`config.mk`:
```
export PLATFORM = sky130hd
export DESIGN_NAME = sfhc_frame
export DESIGN_NICKNAME = d
export VERILOG_FILES = /design/src/hdl/sfhc_pkg.sv /design/src/hdl/sfhc_frame.sv
export SDC_FILE = /design/constraint.sdc
export NUM_CORES = 1
export LEC_CHECK = 0
export ABC_AREA = 1
export ABC_CLOCK_PERIOD_IN_PS = 5070
export BUFFER_PORTS_ARGS = -buffer_cell sky130_fd_sc_hd__buf_2
export CORE_MARGIN = 2
export CORE_UTILIZATION = 50
export DETAILED_ROUTE_END_ITERATION = 7
export PLACE_DENSITY = 0.73
export REMOVE_ABC_BUFFERS = 1
export SETUP_SLACK_MARGIN = 0.02
export SYNTH_ARGS = -nofsm -noshare
export SYNTH_HDL_FRONTEND = slang
export SYNTH_SLANG_ARGS = --single-unit
```
`constraint.sdc`:
```
create_clock -name clk -period 5.07 [get_ports clk]
set_input_delay 1.014 -clock clk [delete_from_list [all_inputs] [get_ports clk]]
set_output_delay 1.014 -clock clk [all_outputs]
set_load 0.01 [all_outputs]
```
`src/hdl/sfhc_pkg.sv`:
```
// shared types, constants and the crc byte update of the frame header checker
package sfhc_pkg;

	localparam int HEADER_BYTES = 10;
	localparam int TAG_BYTES    = 16;
	localparam int BLOCK_BYTES  = 16;

	localparam int POS_W = 17;
	localparam logic [POS_W-1:0] POS_MAX = '1;

	// header byte offsets
	localparam logic [POS_W-1:0] POS_MAGIC0  = 17'd0;
	localparam logic [POS_W-1:0] POS_MAGIC1  = 17'd1;
	localparam logic [POS_W-1:0] POS_CMD_HI  = 17'd2;
	localparam logic [POS_W-1:0] POS_CMD_LO  = 17'd3;
	localparam logic [POS_W-1:0] POS_TID_HI  = 17'd4;
	localparam logic [POS_W-1:0] POS_TID_LO  = 17'd5;
	localparam logic [POS_W-1:0] POS_CRC_HI  = 17'd6;
	localparam logic [POS_W-1:0] POS_CRC_LO  = 17'd7;
	localparam logic [POS_W-1:0] POS_LEN_HI  = 17'd8;
	localparam logic [POS_W-1:0] POS_LEN_LO  = 17'd9;

	localparam logic [15:0] CRC_INIT = 16'hFFFF;
	localparam logic [15:0] CRC_POLY = 16'hA001;

	// register indexes
	localparam logic [1:0] REG_MODE   = 2'd0;
	localparam logic [1:0] REG_MAGIC0 = 2'd1;
	localparam logic [1:0] REG_MAGIC1 = 2'd2;

	typedef enum logic [2:0] {
		ST_OK     = 3'd0,
		ST_SHORT  = 3'd1,
		ST_MAGIC  = 3'd2,
		ST_LENGTH = 3'd3,
		ST_CRC    = 3'd4
	} status_t;

	typedef struct packed {
		logic       frame_mode;
		logic [7:0] magic_first;
		logic [7:0] magic_second;
	} cfg_t;

	typedef struct packed {
		status_t     status;
		logic [15:0] command;
		logic [15:0] transaction_id;
		logic [15:0] payload_length;
	} res_t;

	// reflected crc-16 update over one byte, eight bit steps
	function automatic logic [15:0] crc_byte(input logic [15:0] crc_in, input logic [7:0] b);
		logic [15:0] c;
		c = crc_in ^ {8'h00, b};
		for (int k = 0; k < 8; k++) begin
			if (c[0]) begin
				c = (c >> 1) ^ CRC_POLY;
			end else begin
				c = c >> 1;
			end
		end
		return c;
	endfunction

endpackage

```
`src/hdl/sfhc_frame.sv`:
```
// per-frame header capture, crc accumulation and status decision
module sfhc_frame #(
	parameter int TAG_BYTES = sfhc_pkg::TAG_BYTES
) (
	input  logic           clk,
	input  logic           arst_n,
	input  sfhc_pkg::cfg_t cfg,
	input  logic           accept,
	input  logic [7:0]     byte_value,
	input  logic           frame_last,
	output sfhc_pkg::res_t res
);

	logic [sfhc_pkg::POS_W-1:0] pos_q, pos_d;
	logic        magic_ok_q, magic_ok_d;
	logic [15:0] cmd_q, cmd_d;
	logic [15:0] tid_q, tid_d;
	logic [15:0] rcrc_q, rcrc_d;
	logic [15:0] len_q, len_d;
	logic [15:0] crc_q, crc_d;

	logic [15:0] ct_len_cur, ct_len_d;
	logic [sfhc_pkg::POS_W-1:0] ct_off;
	logic [sfhc_pkg::POS_W:0]   total, need;
	logic        len_small;

	always_comb begin
		pos_d      = pos_q;
		magic_ok_d = magic_ok_q;
		cmd_d      = cmd_q;
		tid_d      = tid_q;
		rcrc_d     = rcrc_q;
		len_d      = len_q;
		crc_d      = crc_q;
		ct_len_cur = (len_q >= 16'(sfhc_pkg::HEADER_BYTES)) ?
			len_q - 16'(sfhc_pkg::HEADER_BYTES) : 16'd0;
		ct_off     = pos_q - sfhc_pkg::POS_W'(sfhc_pkg::HEADER_BYTES);
		unique case (pos_q)
			sfhc_pkg::POS_MAGIC0: if (byte_value != cfg.magic_first) magic_ok_d = 1'b0;
			sfhc_pkg::POS_MAGIC1: if (byte_value != cfg.magic_second) magic_ok_d = 1'b0;
			sfhc_pkg::POS_CMD_HI: cmd_d[15:8]  = byte_value;
			sfhc_pkg::POS_CMD_LO: cmd_d[7:0]   = byte_value;
			sfhc_pkg::POS_TID_HI: tid_d[15:8]  = byte_value;
			sfhc_pkg::POS_TID_LO: tid_d[7:0]   = byte_value;
			sfhc_pkg::POS_CRC_HI: rcrc_d[15:8] = byte_value;
			sfhc_pkg::POS_CRC_LO: rcrc_d[7:0]  = byte_value;
			sfhc_pkg::POS_LEN_HI: len_d[15:8]  = byte_value;
			sfhc_pkg::POS_LEN_LO: len_d[7:0]   = byte_value;
			default: begin
				if (pos_q >= sfhc_pkg::POS_W'(sfhc_pkg::HEADER_BYTES) &&
				    ct_off < {1'b0, ct_len_cur}) begin
					crc_d = sfhc_pkg::crc_byte(crc_q, byte_value);
				end
			end
		endcase
		if (pos_q != sfhc_pkg::POS_MAX) begin
			pos_d = pos_q + 1'b1;
		end
	end

	// status from the state as it stands after this byte
	always_comb begin
		len_small = len_d < 16'(sfhc_pkg::HEADER_BYTES);
		ct_len_d  = len_small ? 16'd0 : len_d - 16'(sfhc_pkg::HEADER_BYTES);
		total     = {1'b0, pos_q} + 1'b1;
		need      = 18'(sfhc_pkg::HEADER_BYTES) + {2'b00, ct_len_d} +
			(cfg.frame_mode ? 18'd0 : 18'(TAG_BYTES));
		res.command        = cmd_d;
		res.transaction_id = tid_d;
		res.payload_length = ct_len_d;
		if (total < 18'(sfhc_pkg::HEADER_BYTES)) begin
			res.status = sfhc_pkg::ST_SHORT;
		end else if (!magic_ok_d) begin
			res.status = sfhc_pkg::ST_MAGIC;
		end else if (len_small) begin
			res.status = sfhc_pkg::ST_LENGTH;
		end else if (cfg.frame_mode && (ct_len_d == 16'd0 ||
		             (ct_len_d & 16'(sfhc_pkg::BLOCK_BYTES - 1)) != 16'd0)) begin
			res.status = sfhc_pkg::ST_LENGTH;
		end else if (total < need) begin
			res.status = sfhc_pkg::ST_SHORT;
		end else if (crc_d != rcrc_d) begin
			res.status = sfhc_pkg::ST_CRC;
		end else begin
			res.status = sfhc_pkg::ST_OK;
		end
	end

	always_ff @(posedge clk or negedge arst_n) begin
		if (!arst_n) begin
			pos_q      <= '0;
			magic_ok_q <= 1'b1;
			cmd_q      <= '0;
			tid_q      <= '0;
			rcrc_q     <= '0;
			len_q      <= '0;
			crc_q      <= sfhc_pkg::CRC_INIT;
		end else if (accept) begin
			if (frame_last) begin
				pos_q      <= '0;
				magic_ok_q <= 1'b1;
				cmd_q      <= '0;
				tid_q      <= '0;
				rcrc_q     <= '0;
				len_q      <= '0;
				crc_q      <= sfhc_pkg::CRC_INIT;
			end else begin
				pos_q      <= pos_d;
				magic_ok_q <= magic_ok_d;
				cmd_q      <= cmd_d;
				tid_q      <= tid_d;
				rcrc_q     <= rcrc_d;
				len_q      <= len_d;
				crc_q      <= crc_d;
			end
		end
	end

endmodule

```
* Word-level counts from Yosys, hierarchy flattened
Index checks and enable logic that the tools add are counted.
** Word-level totals
- Flip-flop bits (word level) :: 98
- Input bits :: 29
** Cells by class
- Add/sub/neg operators :: 7
- Order comparisons :: 6
- Equality and inequality tests :: 13
- Mux-type cells :: 52
- Bitwise gates (word level) :: 9
- Reduce and logical (&&, ||, !) cells :: 9
** Operators with widths (number)
- $mux W16 :: 31
- $eq A17 B3 Y1 const B :: 4
- $mux W8 :: 8
- $eq A17 B2 Y1 const B :: 2
- $eq A17 B4 Y1 const B :: 2
- $mux W17 :: 2
- $sub A16 B4 Y16 const B :: 2
- $not A2 Y3 :: 8
- $add A17 B1 Y18 const B :: 1
- $add A17 B5 Y18 :: 1
- $lt A18 B18 Y1 :: 1
- $lt A18 B4 Y1 const B :: 1
- $mux W3 :: 6
- $add A17 B1 Y17 const B :: 1
- $add A4 B16 Y17 const A :: 1
- $eq A17 B1 Y1 const B :: 1
- $ge A17 B4 Y1 const B :: 1
- $logic_not A17 Y1 :: 1
- $lt A17 B16 Y1 :: 1
- $ne A17 B17 Y1 const B :: 1
- $sub A17 B4 Y17 const B :: 1
- $ge A16 B4 Y1 const B :: 1
- $logic_not A16 Y1 :: 1
- $lt A16 B4 Y1 const B :: 1
- other kinds (12) :: 16

* Logic depth before layout (Yosys ltp)
Gate-level depths: netlist of run 1.
- Depth after elaboration :: 41
- Gate-level depth with buffers :: 34
- Depth with buffers taken out :: 33

* Worst setup path after synthesis of run 1
Ideal clock, no wire load.
- Kind :: input to output
- From :: in byte_value[2]
- To :: out res[48] (netlist name)
- Data arrival time :: 4.220 ns
- Required time :: 4.056 ns
- Setup slack :: -0.164 ns
- Stages on the path :: 28
- Path buffers :: 1
- Cell sequence :: clkbuf_1 > nand4_1 > nand2_1 > nand2_1 > nand2_2 > nor2_4 > nand2_4 > inv_2 > a21oi_1 > ha_1 > o21ai_1 > nand2_1 > nand2_2 > nor3_2 > nand2_1 > o21ai_0 > ha_1 > a21oi_1 > o21ai_0 > a21oi_1 > o21bai_1 > a21oi_1 > nand2_1 > nor2_1 > nand2_1 > nand3_1 > nand2_1 > nand2_1
** RTL lines
- start: declaration :: line sfhc_frame.sv:9 : input logic [7:0] byte_value,
- end: declaration :: line sfhc_frame.sv:11 : output sfhc_pkg::res_t res

==> results by group, run 1 <==
Status
  • Status: finished, violations left
  • Failing checks: setup timing

Die
  • Initial Util: 0.516
  • Die area: 18,300 um2
  • Number of I/O pins: 80
  • Die X: 135 um
  • Placement Rows: 47
  • Die Height: 135 um
  • CORE AREA: 16,700 um2

Global routing
  • Vias in the first global route: 8,744
  • First-pass GRT wire length: 44,200 um
  • Remaining global-route overflow: 0
  • Largest net degree at the start of global routing: 57
  • Total GRT Usage: 0.305
  • Initial antenna violation count: 0

Worst hold path
  • Worst min path class: flip-flop to flip-flop

Critical path
  • Crit. End Element: output port
  • Most used cell, CP: nand2_4
  • Critical path class: flip-flop to output port
  • Slowest-stage cell, CP: dfrtp_1
  • Worst Path Required: 4.06 ns
  • WP data arrival: 4.80 ns
  • CP max stage delay: 0.39 ns
  • CP Launch Type: flip-flop
  • Worst-path maximum fanout: 6

Synth
  • EDFF count, synth: 0
  • Synthesized area: 8610 um2
  • Synth Register Bits: 98
  • Top_reg_cell synth: dfrtp_1
  • Async SR Flop Fraction: 1.00
  • Register area share after synthesis: 0.287
  • Post-Syn Area per Cell: 6.72 um2
  • Unique masters post-synth: 46
  • Yosys warnings: 0
  • Cells after Synth: 1,281

Placed design
  • DP HPWL: 20,800 um
  • GP Congestion: 0.959
  • IO Port Bufs: 79
  • Placed inst area: 10,200 um2

Route
  • ANT nets after route: 0
  • Wire per inst: 16.3 um
  • Post-Route WL: 28,300 um
  • Pre-Repair DR Iteration Count: 5
  • Vias per inst: 5.61
  • First DRT Iteration DRCs: 952
  • Vias after detailed routing: 9,711
  • Final routed DRC violation total: 0

Timing
  • Min Tclk post-route: 5.82 ns
  • Fin Clk Skew: 0.0156 ns
  • Fmax: 172 MHz
  • Final Hold Viols: 0
  • Final WS setup: -0.747 ns
  • Rel. slew slack: 0.236
  • Final Setup Violations: 2
  • RSZ-0062 raised after global routing: yes
  • Period utilization: 1.15
  • Worst slew pin tran: 1.14 ns
  • Fin. max-slew vios: 0

Pwr
  • Pwr dens: 187 nW/um2
  • Pwr Total: 2.06 mW
  • Worst vdd ir: 181 uV
  • Pleak: 5.98 nW

Clock network
  • CTS tree: built
  • Clk_lat worst skew: 0.36 ns
  • Longest Clk Path Bufs: 2
  • CTS clk-pin slew, worst paths: 0.07 ns
  • # H-tree levels: 3
  • Clock Tree Root: clkbuf_16
  • Num CTS Buffers: 9
  • CTS Sinks: 98

Final layout
  • Most frequent cells in the layout: nand2_1 (335), buf_4 (175), inv_1 (158)
  • Layout cell share with drive strength beyond 1: 0.261
  • Commonest non-fill, non-tap cell in the layout: nand2_1
  • Final instance area: 11,000 um2
  • # nets final: 1,577
  • Fillers: 1,433
  • Util after Layout: 0.661
  • # diodes: 0
  • Area growth, synth to finish: 28.1%

Job
  • Total of max-cap violations: 0
==> flip-flops by register name, indices dropped and copies added (netlist names) <==
register,flops
cmd_q,16
crc_q,16
len_q,16
magic_ok_q,1
pos_q,17
rcrc_q,16
tid_q,16
==> stage by stage <==
stage	hold slack, ns	setup slack [ns]	TNS [ns]	std cells
after detailed placement	0.488	-0.343	-0.583	1681
after CTS	0.506	-0.574	-1.05	1709
after global routing	0.525	-0.971	-1.87	1731
after global placement	0.466	-0.288	-0.442	1681
after floorplan	0.453	-0.0937	-0.143	1233
final	0.502	-0.747	-1.38	1731
==> metal layers <==
| metal | track usage | up-vias | part of all wire |
|---|---|---|---|
| met2 | 0.470 | 435 | 0.45 |
| met4 | 0.103 | 0 | 0.031 |
| li1 | - | 4707 | - |
| met3 | 0.0535 | 62 | 0.081 |
| met1 | 0.434 | 4507 | 0.44 |
| met5 | 0 | - | 0 |
==> Yosys cell counts (all sizes together) (2+ instances only) <==
cell type  instances  share of area
a31oi              2         0.0015
nand2            376           0.17
inv              172          0.075
o22ai             56          0.041
or2                2         0.0015
o211ai             2         0.0017
o21bai             2         0.0017
nor4               3         0.0022
dfstp             17          0.052
clkinv             3         0.0013
buf               19          0.017
nor3              12         0.0081
clkbuf            29          0.013
o21ai             85          0.050
xnor2             17          0.017
a21oi             15         0.0087
o2111ai            4         0.0041
nand3b             8         0.0070
ha                42          0.061
a22o              33          0.034
nor2             114          0.061
a2111oi            2         0.0020
nand3             98          0.060
xor2              35          0.036
dfrtp             81           0.24
nand4             45          0.033
==> worst paths after layout <==
path                                  startpoint                     to  slack (ns)  depth (start not counted)
setup / recovery            pos_q[1]$_DFFE_PN0P_                res[50]       -0.75                         31
hold / removal             rcrc_q[0]$_DFFE_PN0P_  rcrc_q[0]$_DFFE_PN0P_        0.50                          2
setup reg to reg            len_q[1]$_DFFE_PN0P_  crc_q[15]$_DFFE_PN1P_        1.31                         23
hold reg to reg            rcrc_q[0]$_DFFE_PN0P_  rcrc_q[0]$_DFFE_PN0P_        0.50                          2
max in group asynchronous                 arst_n  len_q[12]$_DFFE_PN0P_        3.27                          2
min in group asynchronous                 arst_n  rcrc_q[4]$_DFFE_PN0P_        0.69                          1
==> area by class of cell <==
cell class	instances	area, um2	area share
clock inverter	7	70.1	0.00635
inverter	175	659	0.0598
sequential	98	2470	0.224
timing repair buffer	261	1810	0.164
clock buffer	9	225	0.0204
tap	220	275	0.0250
multi-input combinational	961	5520	0.500
==> where the power goes <==
part           switching, mW  internal, mW  leakage, nW
clock network          0.349         0.346        0.141
registers             0.0104         0.801         1.31
logic                  0.332         0.225         4.53
total                  0.691          1.37         5.98
==> cells by family after synthesis <==
kind of cell | after synthesis | share of synthesized area
flip-flops | 98 | 0.287
AO/OA/AOI/OAI | 207 | 0.150
adder cells (fa/ha/maj) | 42 | 0.0610
AND/OR/NAND/NOR | 659 | 0.343
XOR/XNOR | 52 | 0.0529
buffers and inverters | 223 | 0.106
==> timing repair <==
action / in CTS / in global routing
cloned: 1 / 0
setup buffers: 11 / 22
hold buffers: 0 / 0
pin swaps: 13 / 30
endpoints found under the setup margin: 2 / 2
gates resized for setup: 28 / 59
==> critical path, delay by kind of cell (launching register included) <==
family / cells / cell delay (ns)
simple gates: 18 / 2.18
compound gates: 2 / 0.26
fa+ha+maj: 2 / 0.50
flops: 1 / 0.39
buf+inv: 8 / 0.97
xor+xnor: 1 / 0.15
(Power assumes the default switching activity.)
==> run 2, diff against run 1 <==
--- a/config.mk
+++ b/config.mk
@@ -11,8 +11,8 @@
 export CORE_MARGIN = 2
 export CORE_UTILIZATION = 50
 export DETAILED_ROUTE_END_ITERATION = 7
+export MAX_ROUTING_LAYER = met4
 export PLACE_DENSITY = 0.73
-export REMOVE_ABC_BUFFERS = 1
 export SETUP_SLACK_MARGIN = 0.02
 export SYNTH_ARGS = -nofsm -noshare
 export SYNTH_HDL_FRONTEND = slang
==> run 2 against run 1 <==
  * The flow still finishes with violations (setup timing)
  * Flip-flop and latch count did not move
  * Critical path type unchanged
  * Sequential power barely moved
  * Sequential share of layout area rose by 0.41 points
  * Fmax rose by 0.44%
  * Via count fell by 0.84%
  * Count of clock-buffer cells in the layout did not move
  * Cell area fell by 1.8%
==> results by group, run 2 (synthesis gave the netlist of run 1 again) <==
Status
  • Status: finished, violations left
  • Failing checks: setup timing

Timing
  • Fmax: 173 MHz
  • Final WS setup: -0.721 ns
  • Hold WS: 0.505 ns
  • RSZ-0062 raised after global routing: yes
  • Fin. max-slew vios: 0
  • Min Tclk post-route: 5.79 ns
  • Worst slew pin tran: 1.10 ns
  • Final Hold Viols: 0
  • Fin Clk Skew: 0.0120 ns
  • Rel. slew slack: 0.264
  • Final Setup Violations: 2
  • Period utilization: 1.14

Critical path
  • Most used cell, CP: buf_4
  • Worst Path Required: 4.06 ns
  • Crit path from: pos_q[1]$_DFFE_PN0P_
  • Worst path buffer plus inverter count: 12
  • Crit. End Element: output port
  • Slowest-stage cell, CP: dfrtp_1
  • Worst-path maximum fanout: 6
  • Reg-to-Reg Start: pos_q[1]$_DFFE_PN0P_
  • CP Launch Type: flip-flop
  • CP max stage delay: 0.40 ns
  • WP data arrival: 4.78 ns
  • CP top delay family: simple AND/OR/NAND/NOR gates
  • Critical path class: flip-flop to output port

Final layout
  • Commonest non-fill, non-tap cell in the layout: nand2_1
  • # nets final: 1,572
  • Most flops, register: pos_q
  • Area growth, synth to finish: 25.8%
  • # diodes: 0
  • Fillers: 1,489
  • Most frequent cells in the layout: nand2_1 (345), buf_4 (172), inv_1 (162)
  • Max reg flops: 17
  • Layout cell share with drive strength beyond 1: 0.243
  • Final Non-Filler Cells: 1,726
  • Util after Layout: 0.649
  • Final instance area: 10,800 um2

Global routing
  • First-pass GRT wire length: 44,500 um
  • Vias in the first global route: 8,783
  • Largest net degree at the start of global routing: 64
  • Initial antenna violation count: 0
  • Remaining global-route overflow: 0
  • Total GRT Usage: 0.314

Pwr
  • Switching Fraction: 0.337
  • Worst vdd ir: 183 uV
  • Pwr dens: 191 nW/um2
  • Clk pwr share: 0.345
  • Combinational share of power: 0.262
  • Sw Pwr: 696 uW
  • Pleak: 5.86 nW
  • Sequential share of power: 0.393
  • Internal: 1.37 mW

Route
  • Vias per inst: 5.58
  • Pre-Repair DR Iteration Count: 6
  • Wire per inst: 16.2 um
  • Post-Route WL: 27,900 um
  • ANT nets after route: 0
  • Vias after detailed routing: 9,629
  • Final routed DRC violation total: 0
  • First DRT Iteration DRCs: 1,002

Synth
  • Syn Nets: 1,352

Clock network
  • CTS clk-pin slew, worst paths: 0.08 ns
  • CTS tree: built
  • Clock Tree Root: clkbuf_16
  • Clk_lat worst skew: 0.37 ns
  • CTS Sinks: 98
  • Num CTS Buffers: 9
  • # H-tree levels: 3
  • Longest Clk Path Bufs: 2
  • Post-CTS Hold Fix Bufs: 0

Placed design
  • Post-placement cell count: 1,685
  • DP HPWL: 20,700 um
  • Setup slack at placement: -0.365 ns
  • Placed inst area: 10,200 um2
  • IO Port Bufs: 79
  • GP Congestion: 1.00

Die
  • Placement Rows: 47
  • CORE AREA: 16,700 um2
  • Number of I/O pins: 80
  • Die X: 135 um
  • Die Height: 135 um
  • Initial Util: 0.516
  • Die area: 18,300 um2

Worst hold path
  • Hold path start: rcrc_q[0]$_DFFE_PN0P_
  • Worst min path class: flip-flop to flip-flop

Job
  • Total of max-cap violations: 0
run 2: cell count changes in the layout (fill, tap and decap cells not counted), moves of 2 or more:
| cell | before | now |
|---|---|---|
| nand2_1 | 335 | 345 |
| inv_2 | 13 | 10 |
| nand3_1 | 91 | 93 |
| ha_4 | 4 | 2 |
| o21ai_2 | 3 | 1 |
| nand2_4 | 16 | 5 |
| buf_8 | 2 | 0 |
| nor2_1 | 94 | 96 |
| clkinv_8 | 1 | 3 |
| nor2_2 | 11 | 9 |
| buf_4 | 175 | 172 |
| inv_1 | 158 | 162 |
run 2: through the flow:
stage | setup TNS, ns | power [mW]
after floorplan | 0 | 1.12
after global placement | -0.566 | 1.32
after detailed placement | -0.673 | 1.33
after CTS | -1.19 | 2.06
after global routing | -1.86 | 2.16
final | -1.40 | 2.07
run 2: worst paths after layout:
kind,to,slack [ns],depth (start not counted)
hold reg to reg,rcrc_q[0]$_DFFE_PN0P_,0.50,2
min in group asynchronous,rcrc_q[3]$_DFFE_PN0P_,0.74,1
setup / recovery,res[50],-0.72,30
max in group asynchronous,pos_q[8]$_DFFE_PN0P_,3.29,2
hold / removal,rcrc_q[0]$_DFFE_PN0P_,0.50,2
setup reg to reg,crc_q[0]$_DFFE_PN1P_,1.61,24
run 2: tightest hold or removal path: cells and delay by family (launching register included):
| kind | cells | cell delay (ns) |
|---|---|---|
| AND/OR/NAND/NOR | 1 | 0.05 |
| AO/OA/AOI/OAI | 1 | 0.07 |
| flip-flops | 1 | 0.35 |
run 2: area by class of cell:
cell class                      instances  area (um2)  area share
Multi-Input combinational cell        962        5380       0.497
Sequential cell                        98        2470       0.228
Timing Repair Buffer                  255        1740       0.160
Inverter                              175         657      0.0606
Tap cell                              220         275      0.0254
Clock inverter                          7        83.8     0.00774
Clock buffer                            9         225      0.0208
run 2: per-layer routing:
metal,up-vias,track usage,share of wire
met2,397,0.489,0.48
li1,4689,-,-
met1,4489,0.430,0.44
met3,54,0.0445,0.063
met5,-,-,0
met4,0,0.0851,0.023
run 2: power by group through the flow:
stage               Combinational [mW]  Clock (mW)  Sequential (mW)
finish                           0.542       0.714            0.812
global route                     0.596       0.753            0.815
CTS                              0.526       0.721            0.812
detailed placement               0.503           0            0.826
global placement                 0.494           0            0.825
floorplan                        0.295           0            0.825
run 2: timing repair:
action,in CTS,in global routing
pin swaps,23,18
setup buffers,16,7
gates cloned,2,0
gates resized for setup,15,26
endpoints found under the setup margin,2,2
==> run 3, diff against run 2 <==
--- a/config.mk
+++ b/config.mk
@@ -9,10 +9,10 @@
 export ABC_CLOCK_PERIOD_IN_PS = 5070
 export BUFFER_PORTS_ARGS = -buffer_cell sky130_fd_sc_hd__buf_2
 export CORE_MARGIN = 2
-export CORE_UTILIZATION = 50
+export CORE_UTILIZATION = 55
 export DETAILED_ROUTE_END_ITERATION = 7
 export MAX_ROUTING_LAYER = met4
-export PLACE_DENSITY = 0.73
+export PLACE_DENSITY = 0.79
 export SETUP_SLACK_MARGIN = 0.02
 export SYNTH_ARGS = -nofsm -noshare
 export SYNTH_HDL_FRONTEND = slang
==> run 3 against run 2 <==
  * The flow still finishes with violations (setup timing)
  * Cell area grew 3.0%
  * Clock skew shrank 0.0013 ns
  * Combinational power grew 2%
  * Worst setup slack gained 0.055 ns
  * Highest routed layer unchanged
==> results by group, run 3 (synthesis gave the netlist of run 1 again) <==
Final layout
  • Layout cell share with drive strength beyond 1: 0.273
  • FF/Latch Area: 2470 um2
  • Max reg flops: 17
  • Most flops, register: pos_q
  • Area growth, synth to finish: 29.5%
  • Final instance area: 11,200 um2
  • # nets final: 1,599
  • Fillers: 1,205
  • Util after Layout: 0.731
  • # diodes: 0
  • Commonest non-fill, non-tap cell in the layout: nand2_1
  • Area of the multi-input gates: 5500 um2
  • Most frequent cells in the layout: nand2_1 (332), buf_4 (197), inv_1 (158)

Timing
  • Fin Clk Skew: 0.0107 ns
  • Min Tclk post-route: 5.74 ns
  • Final WS setup: -0.666 ns
  • Period utilization: 1.13
  • Fmax: 174 MHz
  • RSZ-0062 raised after global routing: yes
  • Final Hold Viols: 0
  • Final Setup Violations: 2
  • Worst slew pin tran: 1.17 ns
  • Fin. max-slew vios: 0
  • Rel. slew slack: 0.218

Pwr
  • Pwr dens: 186 nW/um2
  • Worst vdd ir: 181 uV
  • Pleak: 6.02 nW

Critical path
  • Worst-path maximum fanout: 10
  • Worst path buffer plus inverter count: 10
  • Slowest-stage cell, CP: dfrtp_1
  • CP Launch Type: flip-flop
  • WP data arrival: 4.72 ns
  • Crit. End Element: output port
  • Worst Path Required: 4.06 ns
  • Most used cell, CP: nand2_1
  • Critical path class: flip-flop to output port
  • CP max stage delay: 0.39 ns
  • CP top delay family: simple AND/OR/NAND/NOR gates

Die
  • Placement Rows: 45
  • Die X: 129 um
  • Die Height: 129 um
  • Die area: 16,700 um2
  • Initial Util: 0.565
  • CORE AREA: 15,300 um2
  • Number of I/O pins: 80

Placed design
  • IO Port Bufs: 79
  • Setup slack at placement: -0.349 ns
  • Placed inst area: 10,200 um2
  • DP HPWL: 20,500 um
  • GP Congestion: 0.975

Route
  • Post-Route WL: 28,800 um
  • Vias after detailed routing: 9,975
  • ANT nets after route: 0
  • Final routed DRC violation total: 0
  • Vias per inst: 5.72
  • Pre-Repair DR Iteration Count: 6
  • Wire per inst: 16.5 um
  • First DRT Iteration DRCs: 1,336

Clock network
  • Num CTS Buffers: 9
  • CTS clk-pin slew, worst paths: 0.08 ns
  • Clock Tree Root: clkbuf_16
  • CTS Sinks: 98
  • # H-tree levels: 3
  • CTS tree: built
  • Post-CTS Hold Fix Bufs: 0
  • Longest Clk Path Bufs: 2
  • Clk_lat worst skew: 0.37 ns

Synth
  • Syn Nets: 1,352

Status
  • Status: finished, violations left
  • Failing checks: setup timing

Job
  • Total of max-cap violations: 0

Global routing
  • Vias in the first global route: 9,132
  • First-pass GRT wire length: 44,900 um
  • Largest net degree at the start of global routing: 55
  • Total GRT Usage: 0.350
  • Remaining global-route overflow: 0
  • Initial antenna violation count: 0

Worst hold path
  • Worst min path class: flip-flop to flip-flop
## run 3: final timing paths
check | startpoint | endpoint | slack (ns) | cells past startpoint
max in group asynchronous | arst_n | pos_q[0]$_DFFE_PN0P_ | 3.26 | 2
worst max-delay path | pos_q[1]$_DFFE_PN0P_ | res[50] | -0.67 | 34
worst min register to register | rcrc_q[0]$_DFFE_PN0P_ | rcrc_q[0]$_DFFE_PN0P_ | 0.50 | 2
worst max register to register | pos_q[1]$_DFFE_PN0P_ | crc_q[15]$_DFFE_PN1P_ | 1.52 | 23
min in group asynchronous | arst_n | rcrc_q[4]$_DFFE_PN0P_ | 0.71 | 1
worst min-delay path | rcrc_q[0]$_DFFE_PN0P_ | rcrc_q[0]$_DFFE_PN0P_ | 0.50 | 2
## run 3: metal layers
metal / vias to the layer above / GRT usage / part of all wire
li1: 4738 / - / -
met1: 4636 / 0.460 / 0.42
met2: 520 / 0.559 / 0.46
met3: 81 / 0.0541 / 0.087
met4: 0 / 0.104 / 0.031
met5: - / - / 0
## run 3: metrics by stage
stage	hold WS [ns]	TNS, ns	power (mW)	instances
after floorplan	0.453	0	1.12	1281
after global placement	0.466	-0.522	1.32	1683
final	0.503	-1.30	2.07	1744
after CTS	0.502	-1.09	2.06	1733
after detailed placement	0.482	-0.653	1.33	1683
after global routing	0.533	-1.75	2.17	1744
## run 3: cell type report
class | instances | area share
Inverter | 175 | 0.0593
Sequential cell | 98 | 0.222
Timing Repair Buffer | 283 | 0.176
Clock buffer | 9 | 0.0202
Clock inverter | 7 | 0.00650
Tap cell | 211 | 0.0237
Multi-Input combinational cell | 961 | 0.493
## run 3: what timing repair did
item | CTS | global route
gates cloned | 0 | 1
buffers inserted | 34 | 10
pin swaps | 28 | 49
resized for setup | 27 | 61
endpoints found under the setup margin | 2 | 2
## run 3: power by group
group / internal [mW] / leakage [nW] / switching (mW)
Sequential: 0.801 / 1.30 / 0.0125
Clock: 0.348 / 0.143 / 0.360
Combinational: 0.226 / 4.57 / 0.326
Total: 1.38 / 6.02 / 0.699
## run 3: tightest hold or removal path, stage by stage, from the launching register on
cell,delay (ns)
dfrtp_1,0.35
nand2_1,0.06
o21ai_0,0.06
